`src/rtl/cmt_pkg.sv`:
```
// Package for the compare-match timer: codes, register offsets and shared types.
`timescale 1ns / 1ps

package cmt_pkg;

    // Channel count limits; the output masks are always CMT_MAX_CH wide
    localparam int CMT_MAX_CH = 3;
    localparam int CMT_NUM_CH = 3;

    // Register window
    localparam int CMT_NUM_REGS  = 32;
    localparam int CMT_OFF_W     = 5;
    localparam int CMT_CHAN_BASE = 8;
    localparam int CMT_CHAN_STEP = 8;

    // Word kinds
    localparam logic [1:0] KIND_TICK  = 2'd0;
    localparam logic [1:0] KIND_READ  = 2'd1;
    localparam logic [1:0] KIND_WRITE = 2'd2;

    // Fixed offsets
    localparam logic [CMT_OFF_W-1:0] OFF_START  = 5'd0;
    localparam logic [CMT_OFF_W-1:0] OFF_STAT_A = 5'd4;
    localparam logic [CMT_OFF_W-1:0] OFF_STAT_B = 5'd5;
    localparam logic [CMT_OFF_W-1:0] OFF_STAT_O = 5'd6;

    // Offsets inside a channel's block of eight bytes
    localparam int CH_CTL    = 0;
    localparam int CH_ENA    = 1;
    localparam int CH_CNT_H  = 2;
    localparam int CH_CNT_L  = 3;
    localparam int CH_CMPA_H = 4;
    localparam int CH_CMPA_L = 5;
    localparam int CH_CMPB_H = 6;
    localparam int CH_CMPB_L = 7;

    // Clear-on-match selection, control bits 6:5
    localparam logic [1:0] CLR_ON_A = 2'd1;
    localparam logic [1:0] CLR_ON_B = 2'd2;

    // Start register reads back with its upper bits set
    localparam logic [7:0] START_RD_SET = 8'hF8;

    // Interrupt enables sit from bit 4 of each status byte
    localparam int IEN_LSB = 4;

    // Stream word widths
    localparam int S_TDATA_W = 16;
    localparam int S_TUSER_W = 2;
    localparam int M_TDATA_W = 24;

    typedef struct packed {
        logic [1:0]           kind;
        logic [CMT_OFF_W-1:0] offset;
        logic [7:0]           wdata;
    } t_item;

    typedef struct packed {
        logic [7:0]            rdata;
        logic [CMT_MAX_CH-1:0] irq_a;
        logic [CMT_MAX_CH-1:0] irq_b;
        logic [CMT_MAX_CH-1:0] irq_o;
    } t_result;

    // Outcome of one tick on one channel
    typedef struct packed {
        logic        evt;
        logic [2:0]  phase;
        logic [15:0] cnt;
        logic        running;
        logic        hit_a;
        logic        hit_b;
        logic        ovf;
    } t_ch_step;

endpackage

```
`src/rtl/cmt_channel.sv`:
```
// Per-channel tick logic: prescaler step, count increment and the compare chain.
`timescale 1ns / 1ps

module cmt_channel
    import cmt_pkg::*;
(
    input  logic [7:0]  i_ctl,
    input  logic [7:0]  i_ena,
    input  logic [15:0] i_cnt,
    input  logic [15:0] i_cmpa,
    input  logic [15:0] i_cmpb,
    input  logic [2:0]  i_phase,
    output t_ch_step    o_step
);

    logic [3:0]  w_next;
    logic [3:0]  w_scale;
    logic [15:0] w_cnt1;
    logic [15:0] w_cnt_a;
    logic [1:0]  w_mode;
    logic        w_clr_a;
    logic        w_clr_b;
    logic        w_run_a;

    // Prescaler: divide by 1, 2, 4 or 8
    assign w_next  = {1'b0, i_phase} + 4'd1;
    assign w_scale = 4'd1 << i_ctl[1:0];
    assign o_step.evt   = (w_next >= w_scale);
    assign o_step.phase = o_step.evt ? 3'd0 : w_next[2:0];

    assign w_mode  = i_ctl[6:5];
    assign w_clr_a = (w_mode == CLR_ON_A);
    assign w_clr_b = (w_mode == CLR_ON_B);
    assign w_cnt1  = i_cnt + 16'd1;

    // Compare A first, then B sees the count as A left it
    assign o_step.hit_a = (|i_ena[1:0]) && (w_cnt1 == i_cmpa);
    assign w_cnt_a      = (o_step.hit_a && w_clr_a) ? 16'd0 : w_cnt1;
    assign w_run_a      = o_step.hit_a ? w_clr_a : 1'b1;

    assign o_step.hit_b   = (|i_ena[5:4]) && (w_cnt_a == i_cmpb);
    assign o_step.cnt     = (o_step.hit_b && w_clr_b) ? 16'd0 : w_cnt_a;
    assign o_step.running = o_step.hit_b ? w_clr_b : w_run_a;

    // Overflow only when both compares are off
    assign o_step.ovf = (i_ena[1:0] == 2'd0) && (i_ena[5:4] == 2'd0)
                        && (o_step.cnt == 16'd0);

endmodule

```
`src/rtl/cmt_core.sv`:
```
// Timer state: register window, run bits and prescalers, with the per-word update.
`timescale 1ns / 1ps

module cmt_core
    import cmt_pkg::*;
#(
    parameter int NUM_CHANNELS = CMT_NUM_CH
) (
    input  logic    i_clk,
    input  logic    i_rst_n,
    input  logic    i_en,
    input  t_item   i_item,
    output t_result o_res
);

    logic [7:0]              r_regs [CMT_NUM_REGS];
    logic [7:0]              n_regs [CMT_NUM_REGS];
    logic [NUM_CHANNELS-1:0] r_run;
    logic [NUM_CHANNELS-1:0] n_run;
    logic [2:0]              r_phase [NUM_CHANNELS];
    logic [2:0]              n_phase [NUM_CHANNELS];

    logic [CMT_MAX_CH-1:0]   w_hit_a;
    logic [CMT_MAX_CH-1:0]   w_hit_b;
    logic [CMT_MAX_CH-1:0]   w_hit_o;
    logic [CMT_MAX_CH-1:0]   w_cnt_we;
    logic [15:0]             w_cnt [CMT_MAX_CH];

    logic                    w_is_tick;
    logic                    w_wr_start;

    assign w_is_tick  = (i_item.kind == KIND_TICK);
    assign w_wr_start = (i_item.kind == KIND_WRITE) && (i_item.offset == OFF_START);

    // Per-channel tick logic and run / prescaler next state
    for (genvar c = 0; c < CMT_MAX_CH; c++) begin : g_ch
        if (c < NUM_CHANNELS) begin : g_on
            localparam int Base = CMT_CHAN_BASE + CMT_CHAN_STEP * c;
            t_ch_step w_step;
            logic     w_act;
            logic     w_rise;
            logic     w_fall;

            cmt_channel u_channel (
                .i_ctl   (r_regs[Base + CH_CTL]),
                .i_ena   (r_regs[Base + CH_ENA]),
                .i_cnt   ({r_regs[Base + CH_CNT_H], r_regs[Base + CH_CNT_L]}),
                .i_cmpa  ({r_regs[Base + CH_CMPA_H], r_regs[Base + CH_CMPA_L]}),
                .i_cmpb  ({r_regs[Base + CH_CMPB_H], r_regs[Base + CH_CMPB_L]}),
                .i_phase (r_phase[c]),
                .o_step  (w_step)
            );

            // Count event on this tick
            assign w_act       = w_is_tick && r_run[c] && w_step.evt;
            assign w_hit_a[c]  = w_act && w_step.hit_a;
            assign w_hit_b[c]  = w_act && w_step.hit_b;
            assign w_hit_o[c]  = w_act && w_step.ovf;
            assign w_cnt_we[c] = w_act;
            assign w_cnt[c]    = w_step.cnt;

            // Start bit edges
            assign w_rise = w_wr_start && i_item.wdata[c] && !r_regs[OFF_START][c];
            assign w_fall = w_wr_start && !i_item.wdata[c] && r_regs[OFF_START][c];

            assign n_run[c] = w_rise ? 1'b1 :
                              w_fall ? 1'b0 :
                              w_act  ? w_step.running : r_run[c];
            assign n_phase[c] = w_rise ? 3'd0 :
                                (w_is_tick && r_run[c]) ? w_step.phase : r_phase[c];
        end else begin : g_off
            assign w_hit_a[c]  = 1'b0;
            assign w_hit_b[c]  = 1'b0;
            assign w_hit_o[c]  = 1'b0;
            assign w_cnt_we[c] = 1'b0;
            assign w_cnt[c]    = 16'd0;
        end
    end

    // Register window update and result
    always_comb begin
        n_regs = r_regs;
        o_res  = '0;
        case (i_item.kind)
            KIND_TICK: begin
                for (int c = 0; c < CMT_MAX_CH; c++) begin
                    if (w_cnt_we[c]) begin
                        n_regs[CMT_OFF_W'(CMT_CHAN_BASE + CMT_CHAN_STEP * c + CH_CNT_H)] =
                            w_cnt[c][15:8];
                        n_regs[CMT_OFF_W'(CMT_CHAN_BASE + CMT_CHAN_STEP * c + CH_CNT_L)] =
                            w_cnt[c][7:0];
                    end
                end
                n_regs[OFF_STAT_A][CMT_MAX_CH-1:0] = r_regs[OFF_STAT_A][CMT_MAX_CH-1:0] | w_hit_a;
                n_regs[OFF_STAT_B][CMT_MAX_CH-1:0] = r_regs[OFF_STAT_B][CMT_MAX_CH-1:0] | w_hit_b;
                n_regs[OFF_STAT_O][CMT_MAX_CH-1:0] = r_regs[OFF_STAT_O][CMT_MAX_CH-1:0] | w_hit_o;
                o_res.irq_a = w_hit_a & r_regs[OFF_STAT_A][IEN_LSB +: CMT_MAX_CH];
                o_res.irq_b = w_hit_b & r_regs[OFF_STAT_B][IEN_LSB +: CMT_MAX_CH];
                o_res.irq_o = w_hit_o & r_regs[OFF_STAT_O][IEN_LSB +: CMT_MAX_CH];
            end
            KIND_READ: begin
                if (i_item.offset == OFF_START) begin
                    o_res.rdata = r_regs[OFF_START] | START_RD_SET;
                end else begin
                    o_res.rdata = r_regs[i_item.offset];
                end
            end
            KIND_WRITE: begin
                n_regs[i_item.offset] = i_item.wdata;
            end
            default: begin
            end
        endcase
    end

    // State registers
    always_ff @(posedge i_clk) begin
        if (!i_rst_n) begin
            for (int i = 0; i < CMT_NUM_REGS; i++) begin
                r_regs[i] <= 8'd0;
            end
            r_run <= '0;
            for (int c = 0; c < NUM_CHANNELS; c++) begin
                r_phase[c] <= 3'd0;
            end
        end else if (i_en) begin
            r_regs <= n_regs;
            r_run  <= n_run;
            for (int c = 0; c < NUM_CHANNELS; c++) begin
                r_phase[c] <= n_phase[c];
            end
        end
    end

    // A rising start bit on channel 0 leaves it running
    a_start_runs: assert property (@(posedge i_clk) disable iff (!i_rst_n)
        i_en && w_wr_start && i_item.wdata[0] && !r_regs[OFF_START][0] |=> r_run[0])
        else $error("channel 0 not running after start");

    // Status bytes only move when a word is processed
    a_stat_hold: assert property (@(posedge i_clk) disable iff (!i_rst_n)
        !i_en |=> (r_regs[OFF_STAT_A] == $past(r_regs[OFF_STAT_A])) &&
                  (r_regs[OFF_STAT_B] == $past(r_regs[OFF_STAT_B])))
        else $error("status byte changed without a word");

    // Interrupts come from ticks only
    a_irq_tick_only: assert property (@(posedge i_clk) disable iff (!i_rst_n)
        !w_is_tick |-> (o_res.irq_a == '0) && (o_res.irq_b == '0) && (o_res.irq_o == '0))
        else $error("interrupt raised by a register access");

    // A stopped channel's prescaler does not advance on a tick
    a_phase_stopped: assert property (@(posedge i_clk) disable iff (!i_rst_n)
        i_en && w_is_tick && !r_run[0] |=> r_phase[0] == $past(r_phase[0]))
        else $error("prescaler moved on a stopped channel");

endmodule

```
`src/rtl/compare_match_timer_unit.sv`:
```
// Top level of the compare-match timer: stream ports, input and result registers.
//
// Usage:
//   The slave channel carries one word per tick, register read or register
//   write: s_tuser holds the kind, s_tdata the byte offset and the write byte.
//   Every accepted word gives exactly one result word on the master channel:
//   the read byte (zero for ticks and writes) and three per-channel masks of
//   interrupts raised by that word (zero for reads and writes).
//   Path: an accepted word is held in the input register, processed by the
//   core into the result register when that is free, and offered on the
//   master channel from there. Throughput is one word per cycle while the
//   receiver takes results; every word is finished in one pass through the
//   channel compare logic between the input register and the result register.
//   Reset (i_rst_n low, synchronous) clears the whole register window, stops
//   all channels and zeroes the prescalers; both stream sides come up empty.
//   When the receiver stalls, the result register holds its word and the
//   input register takes one more word; s_tready then drops until the
//   result is taken.
`timescale 1ns / 1ps

module compare_match_timer_unit
    import cmt_pkg::*;
#(
    parameter int NUM_CHANNELS = CMT_NUM_CH
) (
    input  logic                 i_clk,
    input  logic                 i_rst_n,
    input  logic                 s_tvalid,
    output logic                 s_tready,
    input  logic [S_TDATA_W-1:0] s_tdata,   // [4:0] reg_offset, [12:5] write_data
    input  logic [S_TUSER_W-1:0] s_tuser,   // [1:0] kind
    output logic                 m_tvalid,
    input  logic                 m_tready,
    output logic [M_TDATA_W-1:0] m_tdata    // [7:0] read_data, [10:8] irq_match_a,
                                            // [13:11] irq_match_b, [16:14] irq_overflow
);

    logic    r_in_valid;
    t_item   r_item;
    logic    r_out_valid;
    t_result r_out;
    t_result w_res;
    logic    w_adv;

    // Process the held word when the result register is free
    assign w_adv    = r_in_valid && (!r_out_valid || m_tready);
    assign s_tready = !r_in_valid || w_adv;

    cmt_core #(
        .NUM_CHANNELS (NUM_CHANNELS)
    ) u_core (
        .i_clk   (i_clk),
        .i_rst_n (i_rst_n),
        .i_en    (w_adv),
        .i_item  (r_item),
        .o_res   (w_res)
    );

    // Input register
    always_ff @(posedge i_clk) begin
        if (!i_rst_n) begin
            r_in_valid <= 1'b0;
        end else if (s_tready) begin
            r_in_valid <= s_tvalid;
        end
    end

    always_ff @(posedge i_clk) begin
        if (s_tvalid && s_tready) begin
            r_item.kind   <= s_tuser[1:0];
            r_item.offset <= s_tdata[CMT_OFF_W-1:0];
            r_item.wdata  <= s_tdata[CMT_OFF_W +: 8];
        end
    end

    // Result register
    always_ff @(posedge i_clk) begin
        if (!i_rst_n) begin
            r_out_valid <= 1'b0;
        end else if (w_adv) begin
            r_out_valid <= 1'b1;
        end else if (m_tready) begin
            r_out_valid <= 1'b0;
        end
    end

    always_ff @(posedge i_clk) begin
        if (w_adv) begin
            r_out <= w_res;
        end
    end

    assign m_tvalid = r_out_valid;
    assign m_tdata  = {7'd0, r_out.irq_o, r_out.irq_b, r_out.irq_a, r_out.rdata};

endmodule

```
`config.mk`:
```
export PLATFORM = sky130hd
export DESIGN_NAME = compare_match_timer_unit
export DESIGN_NICKNAME = d
export VERILOG_FILES = /design/src/rtl/cmt_pkg.sv /design/src/rtl/cmt_channel.sv /design/src/rtl/cmt_core.sv /design/src/rtl/compare_match_timer_unit.sv
export SDC_FILE = /design/constraint.sdc
export NUM_CORES = 1
export LEC_CHECK = 0
export BUFFER_PORTS_ARGS = -buffer_cell sky130_fd_sc_hd__buf_4
export CAP_MARGIN = 20
export CORE_ASPECT_RATIO = 1.1
export CORE_MARGIN = 2
export CORE_UTILIZATION = 50
export DETAILED_ROUTE_END_ITERATION = 10
export GPL_ROUTABILITY_DRIVEN = 1
export PLACE_DENSITY = 0.7
export REMOVE_ABC_BUFFERS = 1
export SYNTH_ARGS = -nofsm -noshare
export SYNTH_HDL_FRONTEND = slang
export SYNTH_SLANG_ARGS = --single-unit
```
`constraint.sdc`:
```
create_clock -name i_clk -period 4.52 [get_ports i_clk]
set_input_delay 0 -clock i_clk [delete_from_list [all_inputs] [get_ports i_clk]]
set_output_delay 0 -clock i_clk [all_outputs]
set_load 0.005 [all_outputs]
```
Yosys cells after proc, flatten, opt, wreduce, memory -nomap -nowiden
Memory sizes are Yosys's and may differ from the RTL's.
Index checks and enable logic that the tools add are counted.
{ "classes": {"addsub": 6, "magnitude_cmp": 5, "n_eq_ne": 15, "n_shift": 3, "muxes": 51, "bitwise_logic": 10, "n_reduce_logical": 87} }
{ "ops": {"columns": ["cell", "count"], "rows": [
  ["bitwise mux 256 bit", 1],
  ["2-to-1 mux 16 bit", 7],
  ["equality test 16 bit", 6],
  ["logical AND 1 bit", 49],
  ["adder 16 x 1 -> 16 bit, second input constant", 3],
  ["zero test 16 bit", 3],
  ["binary-select mux 8 bit (select 5 bit)", 1],
  ["demux 8 bit (select 5 bit)", 1],
  ["2-to-1 mux 3 bit", 12],
  ["2-to-1 mux 8 bit", 4],
  ["one-hot mux 16 bit (2 select lines)", 1],
  ["2-to-1 mux 1 bit", 21],
  ["one-hot mux 3 bit (2 select lines)", 3],
  ["zero test 2 bit", 7],
  ["adder 3 x 1 -> 4 bit, second input constant", 3],
  ["greater-or-equal comparator 4 bit", 3],
  ["OR reduction 2 bit", 6],
  ["<< shifter 1 x 2 -> 4 bit, first input constant", 3],
  ["AND reduction 2 bit", 5],
  ["bitwise AND 3 bit", 3],
  ["bitwise OR 3 bit", 3],
  ["nonzero test 3 bit", 3],
  ["equality test 2 x 1 -> 1 bit, second input constant", 4],
  ["equality test 2 bit, second input constant", 4],
  ["other kinds (10)", 21]
]} }
{ "word_totals": {"reg_bits": 293, "ram_bits": 9, "in_bits": 22, "out_inout_bits": 26, "wordCells": 225, "mem_count": 1} }
{ "memory_table": {"columns": ["name", "depth", "width", "rd", "rd_ports_with_merged_regs", "wr", "line_no", "text"], "rows": [
  ["u_core.r_phase", 3, 3, 3, 0, 3, "cmt_core.sv:20", "logic [2:0] r_phase [NUM_CHANNELS];"]
]} }

Depth between registers and ports, before layout
{ "depth": {"ltp_word": 14, "depth_mapped": 13, "mapped_depth_nobuf": 12} }

By module
A second synthesis with hierarchy kept.
{ "unflattened": {"hier_cells": 2116, "hier_area_um2": 19252.2} }
{ "modules_own_cells": {"columns": ["module", "n_inst", "cells_each", "area_each_um2", "seq_area_each_um2"], "rows": [
  ["cmt_core", 1, 1392, 13135.1, 5395.2],
  ["cmt_channel", 3, 225, 1665.3, 0.0],
  ["compare_match_timer_unit", 1, 49, 1121.1, 1001.0]
]} }

Least setup slack after synthesis
OpenSTA, ideal clock, no wires.
{ "synth_timing": {"path_kind": "register -> register", "start": "register u_core.r_regs[161] in the netlist's numbering", "end": "register u_core.r_regs[175] in the netlist's numbering", "setup_ns": 0.120, "arrival_time_ns": 3.328, "required_time_ns": 4.400, "setup_slack_ns": 1.073, "path_stages_with_launch": 14, "n_path_buf": 2, "synth_period_minus_slack_ns": 3.447, "path_cell_list": "dfxtp_1 ha_1 nand4_1 or4_1 buf_2 or4_1 a31oi_1 and4_4 nand3_2 a211oi_4 o2111a_2 buf_6 a211oi_2 a211o_1"} }
{ "synth_via": {"elab_chain_cells": 11} }
{ "synth_rtl": {"columns": ["element", "line_no", "text"], "rows": [
  ["start, declared", "cmt_core.sv:16", "logic [7:0] r_regs [CMT_NUM_REGS];"],
  ["start signal, assigned", "cmt_core.sv:127", "r_regs <= n_regs;"],
  ["adder 16 x 1 -> 16 bit (*)", "cmt_channel.sv:34", "assign w_cnt1 = i_cnt + 16'd1;"],
  ["equality test 16 bit", "cmt_channel.sv:37", "assign o_step.hit_a = (|i_ena[1:0]) && (w_cnt1 == i_cmpa);"],
  ["logical AND 1 bit", "cmt_channel.sv:37", null],
  ["logical AND 1 bit", "cmt_channel.sv:38", "assign w_cnt_a = (o_step.hit_a && w_clr_a) ? 16'd0 : w_cnt1;"],
  ["2-to-1 mux 16 bit (*)", "cmt_channel.sv:38", null],
  ["equality test 16 bit", "cmt_channel.sv:41", "assign o_step.hit_b = (|i_ena[5:4]) && (w_cnt_a == i_cmpb);"],
  ["logical AND 1 bit", "cmt_channel.sv:41", null],
  ["logical AND 1 bit", "cmt_channel.sv:42", "assign o_step.cnt = (o_step.hit_b && w_clr_b) ? 16'd0 : w_cnt_a;"],
  ["2-to-1 mux 16 bit (*)", "cmt_channel.sv:42", null],
  ["2-to-1 mux 16 bit (*)", "cmt_core.sv:87", "if (w_cnt_we[c]) begin"],
  ["one-hot mux 16 bit (2 select lines) (*)", "cmt_core.sv:84", "case (i_item.kind)"]
]} }
Every way passes the cells marked *; elsewhere a longest branch is shown, timed or not. The select of a mux whose other input is x is not followed.
A chain may end at the register's enable or synchronous reset.

Worst setup path after layout
{ "layout_timing": {"start": "register u_core.r_regs[32] in the netlist's numbering", "end": "register r_out, in the netlist m_tdata[13] (data pin)"} }
{ "layout_via": {"elab_chain_cells": 9} }
{ "layout_rtl": {"columns": ["element", "line_no", "text"], "rows": [
  ["adder 16 x 1 -> 16 bit (*)", "cmt_channel.sv:34", null],
  ["equality test 16 bit", "cmt_channel.sv:37", null],
  ["logical AND 1 bit", "cmt_channel.sv:37", null],
  ["logical AND 1 bit", "cmt_channel.sv:38", null],
  ["2-to-1 mux 16 bit (*)", "cmt_channel.sv:38", null],
  ["equality test 16 bit (*)", "cmt_channel.sv:41", null],
  ["logical AND 1 bit (*)", "cmt_channel.sv:41", null],
  ["logical AND 1 bit (*)", "cmt_core.sv:57", "assign w_hit_b[c] = w_act && w_step.hit_b;"],
  ["bitwise AND 3 bit (*)", "cmt_core.sv:98", "o_res.irq_b = w_hit_b & r_regs[OFF_STAT_B][IEN_LSB +: CMT_MAX_CH];"],
  ["end signal, assigned", "compare_match_timer_unit.sv:89", "r_out <= w_res;"],
  ["end, declared", "compare_match_timer_unit.sv:41", "t_result r_out;"]
]} }
Every way passes the cells marked *; elsewhere a longest branch is shown, timed or not.

==> run_results.csv <==
group,metric,value,unit
detailed_routing,avgRoutedWirePerCell,24.4,um
floorplan,ios,48,
yosys,synth_edf_count,41,
detailed_routing,wirelength,56.5,mm
critical_path,path_max_fanout,11,
global_routing,grt_overflow,0,
placement,routabilityCongestion,0.980,
clock_tree,cts_sinks,297,
sta,fmax,0.245,GHz
yosys,synthArstFlopShare,0,%
cells_and_area,layout-drive-gt1-share,11.9,%
clock_tree,cts_tree,"built",
sta,worst_clock_skew,0.0149,ns
global_routing,antenna_found_initial,1,
sta,drv_slew,0,
critical_path,cpPeakStageDelay,0.61,ns
critical_path,critPathRequiredTime,4.92,ns
yosys,yosys.area.top_type,"dfxtp_1",
floorplan,fp.dieArea,36100,sq um
cells_and_area,fill_cells,2999,
sta,tns,0,ns
placement,dp_cells,2240,
cells_and_area,antenna_cells,0,
yosys,synth_ff_type,"dfxtp_1",
cells_and_area,finalNonFillerCells,2318,
yosys,synthesis.area,17300,sq um
status,status,"finished clean",
yosys,synth.area.top_cells,"dfxtp_1, mux2i_1, mux4_2, edfxtp_1, nor2_1",
clock_tree,numCtsBuffers,34,
global_routing,grt_usage,31.0,%
sta,finalCritPeriodShare,90.1,%
sta,tightestPinTransition,1.15,ns
critical_path,regToRegStartpoint,"u_core.r_regs[32]$_SDFFE_PN0P_",
clock_tree,root_buffer,"clkbuf_16",
yosys,synth-seq-cells,297,
placement,place_area,17900,sq um
critical_path,critPathLaunchType,"register",
sta,relSlewSlack,23.1,%
critical_path,crit_start,"u_core.r_regs[32]$_SDFFE_PN0P_",
sta,setup_viol,0,
clock_tree,post-cts-setup-buffer-count,0,
sta,rsz0062_at_grt,"no",
floorplan,initial_core_util,50.6,%
critical_path,crit_path_cell_trace,"ha_1 -> xor3_1 -> nor4_1 -> nand3_1 -> a2111o_1 -> nor4_1 -> buf_4 -> a22o_1 -> o22a_1 -> o2111ai_1 -> nor2_1 -> and2_1",
placement,io_buffers,37,
power_and_ir_drop,p_leak,0.00656,uW
critical_path,critPathTopFamily,"simple AND/OR/NAND/NOR gates",
sta,hold_viol,0,
yosys,ys_seq_area_share,36.7,%
critical_path,cpMostUsedCell,"nor4_1",
clock_tree,cts-resized-gates,0,
detailed_routing,first_pass_iters,6,
global_routing,grt_pass1_wl,86.2,mm
placement,dp_hpwl,39.6,mm
global_routing,grt_pass1_vias,14400,
detailed_routing,antenna_left,0,
yosys,syn_avg_cell_area,9.37,sq um
worst_hold_path,worstHoldPathType,"in2reg",
clock_tree,clockBufferDepth,3,
yosys,syn_inst,1848,
cells_and_area,fin_nets,1897,
critical_path,worstSetupPathType,"reg2reg",
cells_and_area,syn2layout_area_growth,11.5,%
clock_tree,clkLatencyLatePin,0.53,ns
critical_path,cp_data_arrival_time,4.47,ns
yosys,synth_top_area_share,29.6,%
worst_hold_path,hp-start,"s_tdata[5]",
detailed_routing,num_vias,15100,
yosys,ys_warn_count,0,
critical_path,crit_buf_inv,1,
power_and_ir_drop,powerDensity,308,nW/um^2
global_routing,grt_max_degree,93,
detailed_routing,drc_errors,0,
yosys,synth_cell_types,83,
detailed_routing,vias_per_cell,6.50,
cells_and_area,fin_area,19300,sq um
sta,period_minus_slack,4.07,ns
yosys,synthMostInstantiatedCell,"nor2_1",
critical_path,slowest_stage,"dfxtp_1",
detailed_routing,first_iter_violations,1757,
yosys,synth_common_cells,"nor2_1, dfxtp_1, mux2i_1, clkbuf_1, nand2_1",
clock_tree,cts_hold_buf,19,
floorplan,row_count,71,
critical_path,end_kind,"register",
floorplan,die_x,181,um
clock_tree,cts.reportedPaths.clkPinSlew,0.07,ns
floorplan,core_region_area,34200,sq um
clock_tree,cts-htree-levels,2,
flow_run,cap_violations,0,
floorplan,die_h,199,um
power_and_ir_drop,ir_drop,0.311,mV
## where the power goes
part	internal, uW	switching [uW]	total [uW]
clock	1750	1120	2880
sequential	2700	37.6	2740
combinational	108	221	329
total	4560	1380	5940
## metal layers
| metal | up-vias | GRT usage (%) | wire length (um) |
|---|---|---|---|
| met5 | - | 0 | 13 |
| met4 | 2 | 16.2 | 3030 |
| met3 | 198 | 4.94 | 4270 |
| met2 | 761 | 52.2 | 26800 |
| met1 | 7382 | 38.6 | 22400 |
| li1 | 6733 | - | - |
## area by class of cell
class                      count  area (sq um)  share of cell area (%)
multi-input combinational   1394         10300                    53.4
clock buffer                  48          1030                    5.32
timing repair buffer         101           818                    4.24
clock inverter                11           135                   0.700
tap                          438           548                    2.84
sequential                   297          6360                    32.9
inverter                      29           114                   0.590
## sequential cells by signal (all words and copies together) (netlist names)
| name | count |
|---|---|
| m_tvalid | 1 |
| u_core.r_run | 3 |
| m_tdata | 17 |
| u_core.r_regs | 251 |
| u_core.r_phase | 9 |
| r_in_valid | 1 |
| r_item | 15 |
## layout by cell type, fill, tap and decap left out, drive strengths merged, types with 29 or more instances in the layout
cell type	n
clkbuf	48
mux2i	223
a21oi	71
buf	82
nand3	52
xor2	39
nor3	42
nand2	104
xnor2	47
inv	29
edfxtp	41
dfxtp	256
nor2	317
mux4	61
nor4	30
o21ai	54
## logic make-up after synthesis
family	synth area share, %
other cells	0.0217
mux	21.3
xor+xnor	6.87
compound gates	10.5
buf+inv	3.91
flops	36.7
fa+ha+maj	1.30
simple gates	19.3
## metrics by stage
stage	setup WS, ns	utilization, %	hold WS (ns)	total power (uW)
after detailed placement	0.557	52.5	0.179	3100
after global placement	0.616	52.5	0.178	3100
final	0.446	56.4	0.186	5940
after floorplan	-0.346	-	0.0989	2950
after global routing	0.206	56.4	0.183	6110
after CTS	0.511	56.4	0.165	5980
## worst paths after layout
| kind | endpoint | slack [ns] | depth (start not counted) |
|---|---|---|---|
| hold reg to reg | u_core.r_regs[202]$_SDFFE_PN0P_ | 0.47 | 2 |
| setup reg to reg | m_tdata[13]$_SDFFCE_PP0P_ | 0.45 | 12 |
| hold / removal | r_item[0]$_DFFE_PP_ | 0.19 | 2 |
| setup / recovery | m_tdata[13]$_SDFFCE_PP0P_ | 0.45 | 12 |
(Power assumes the default switching activity.)
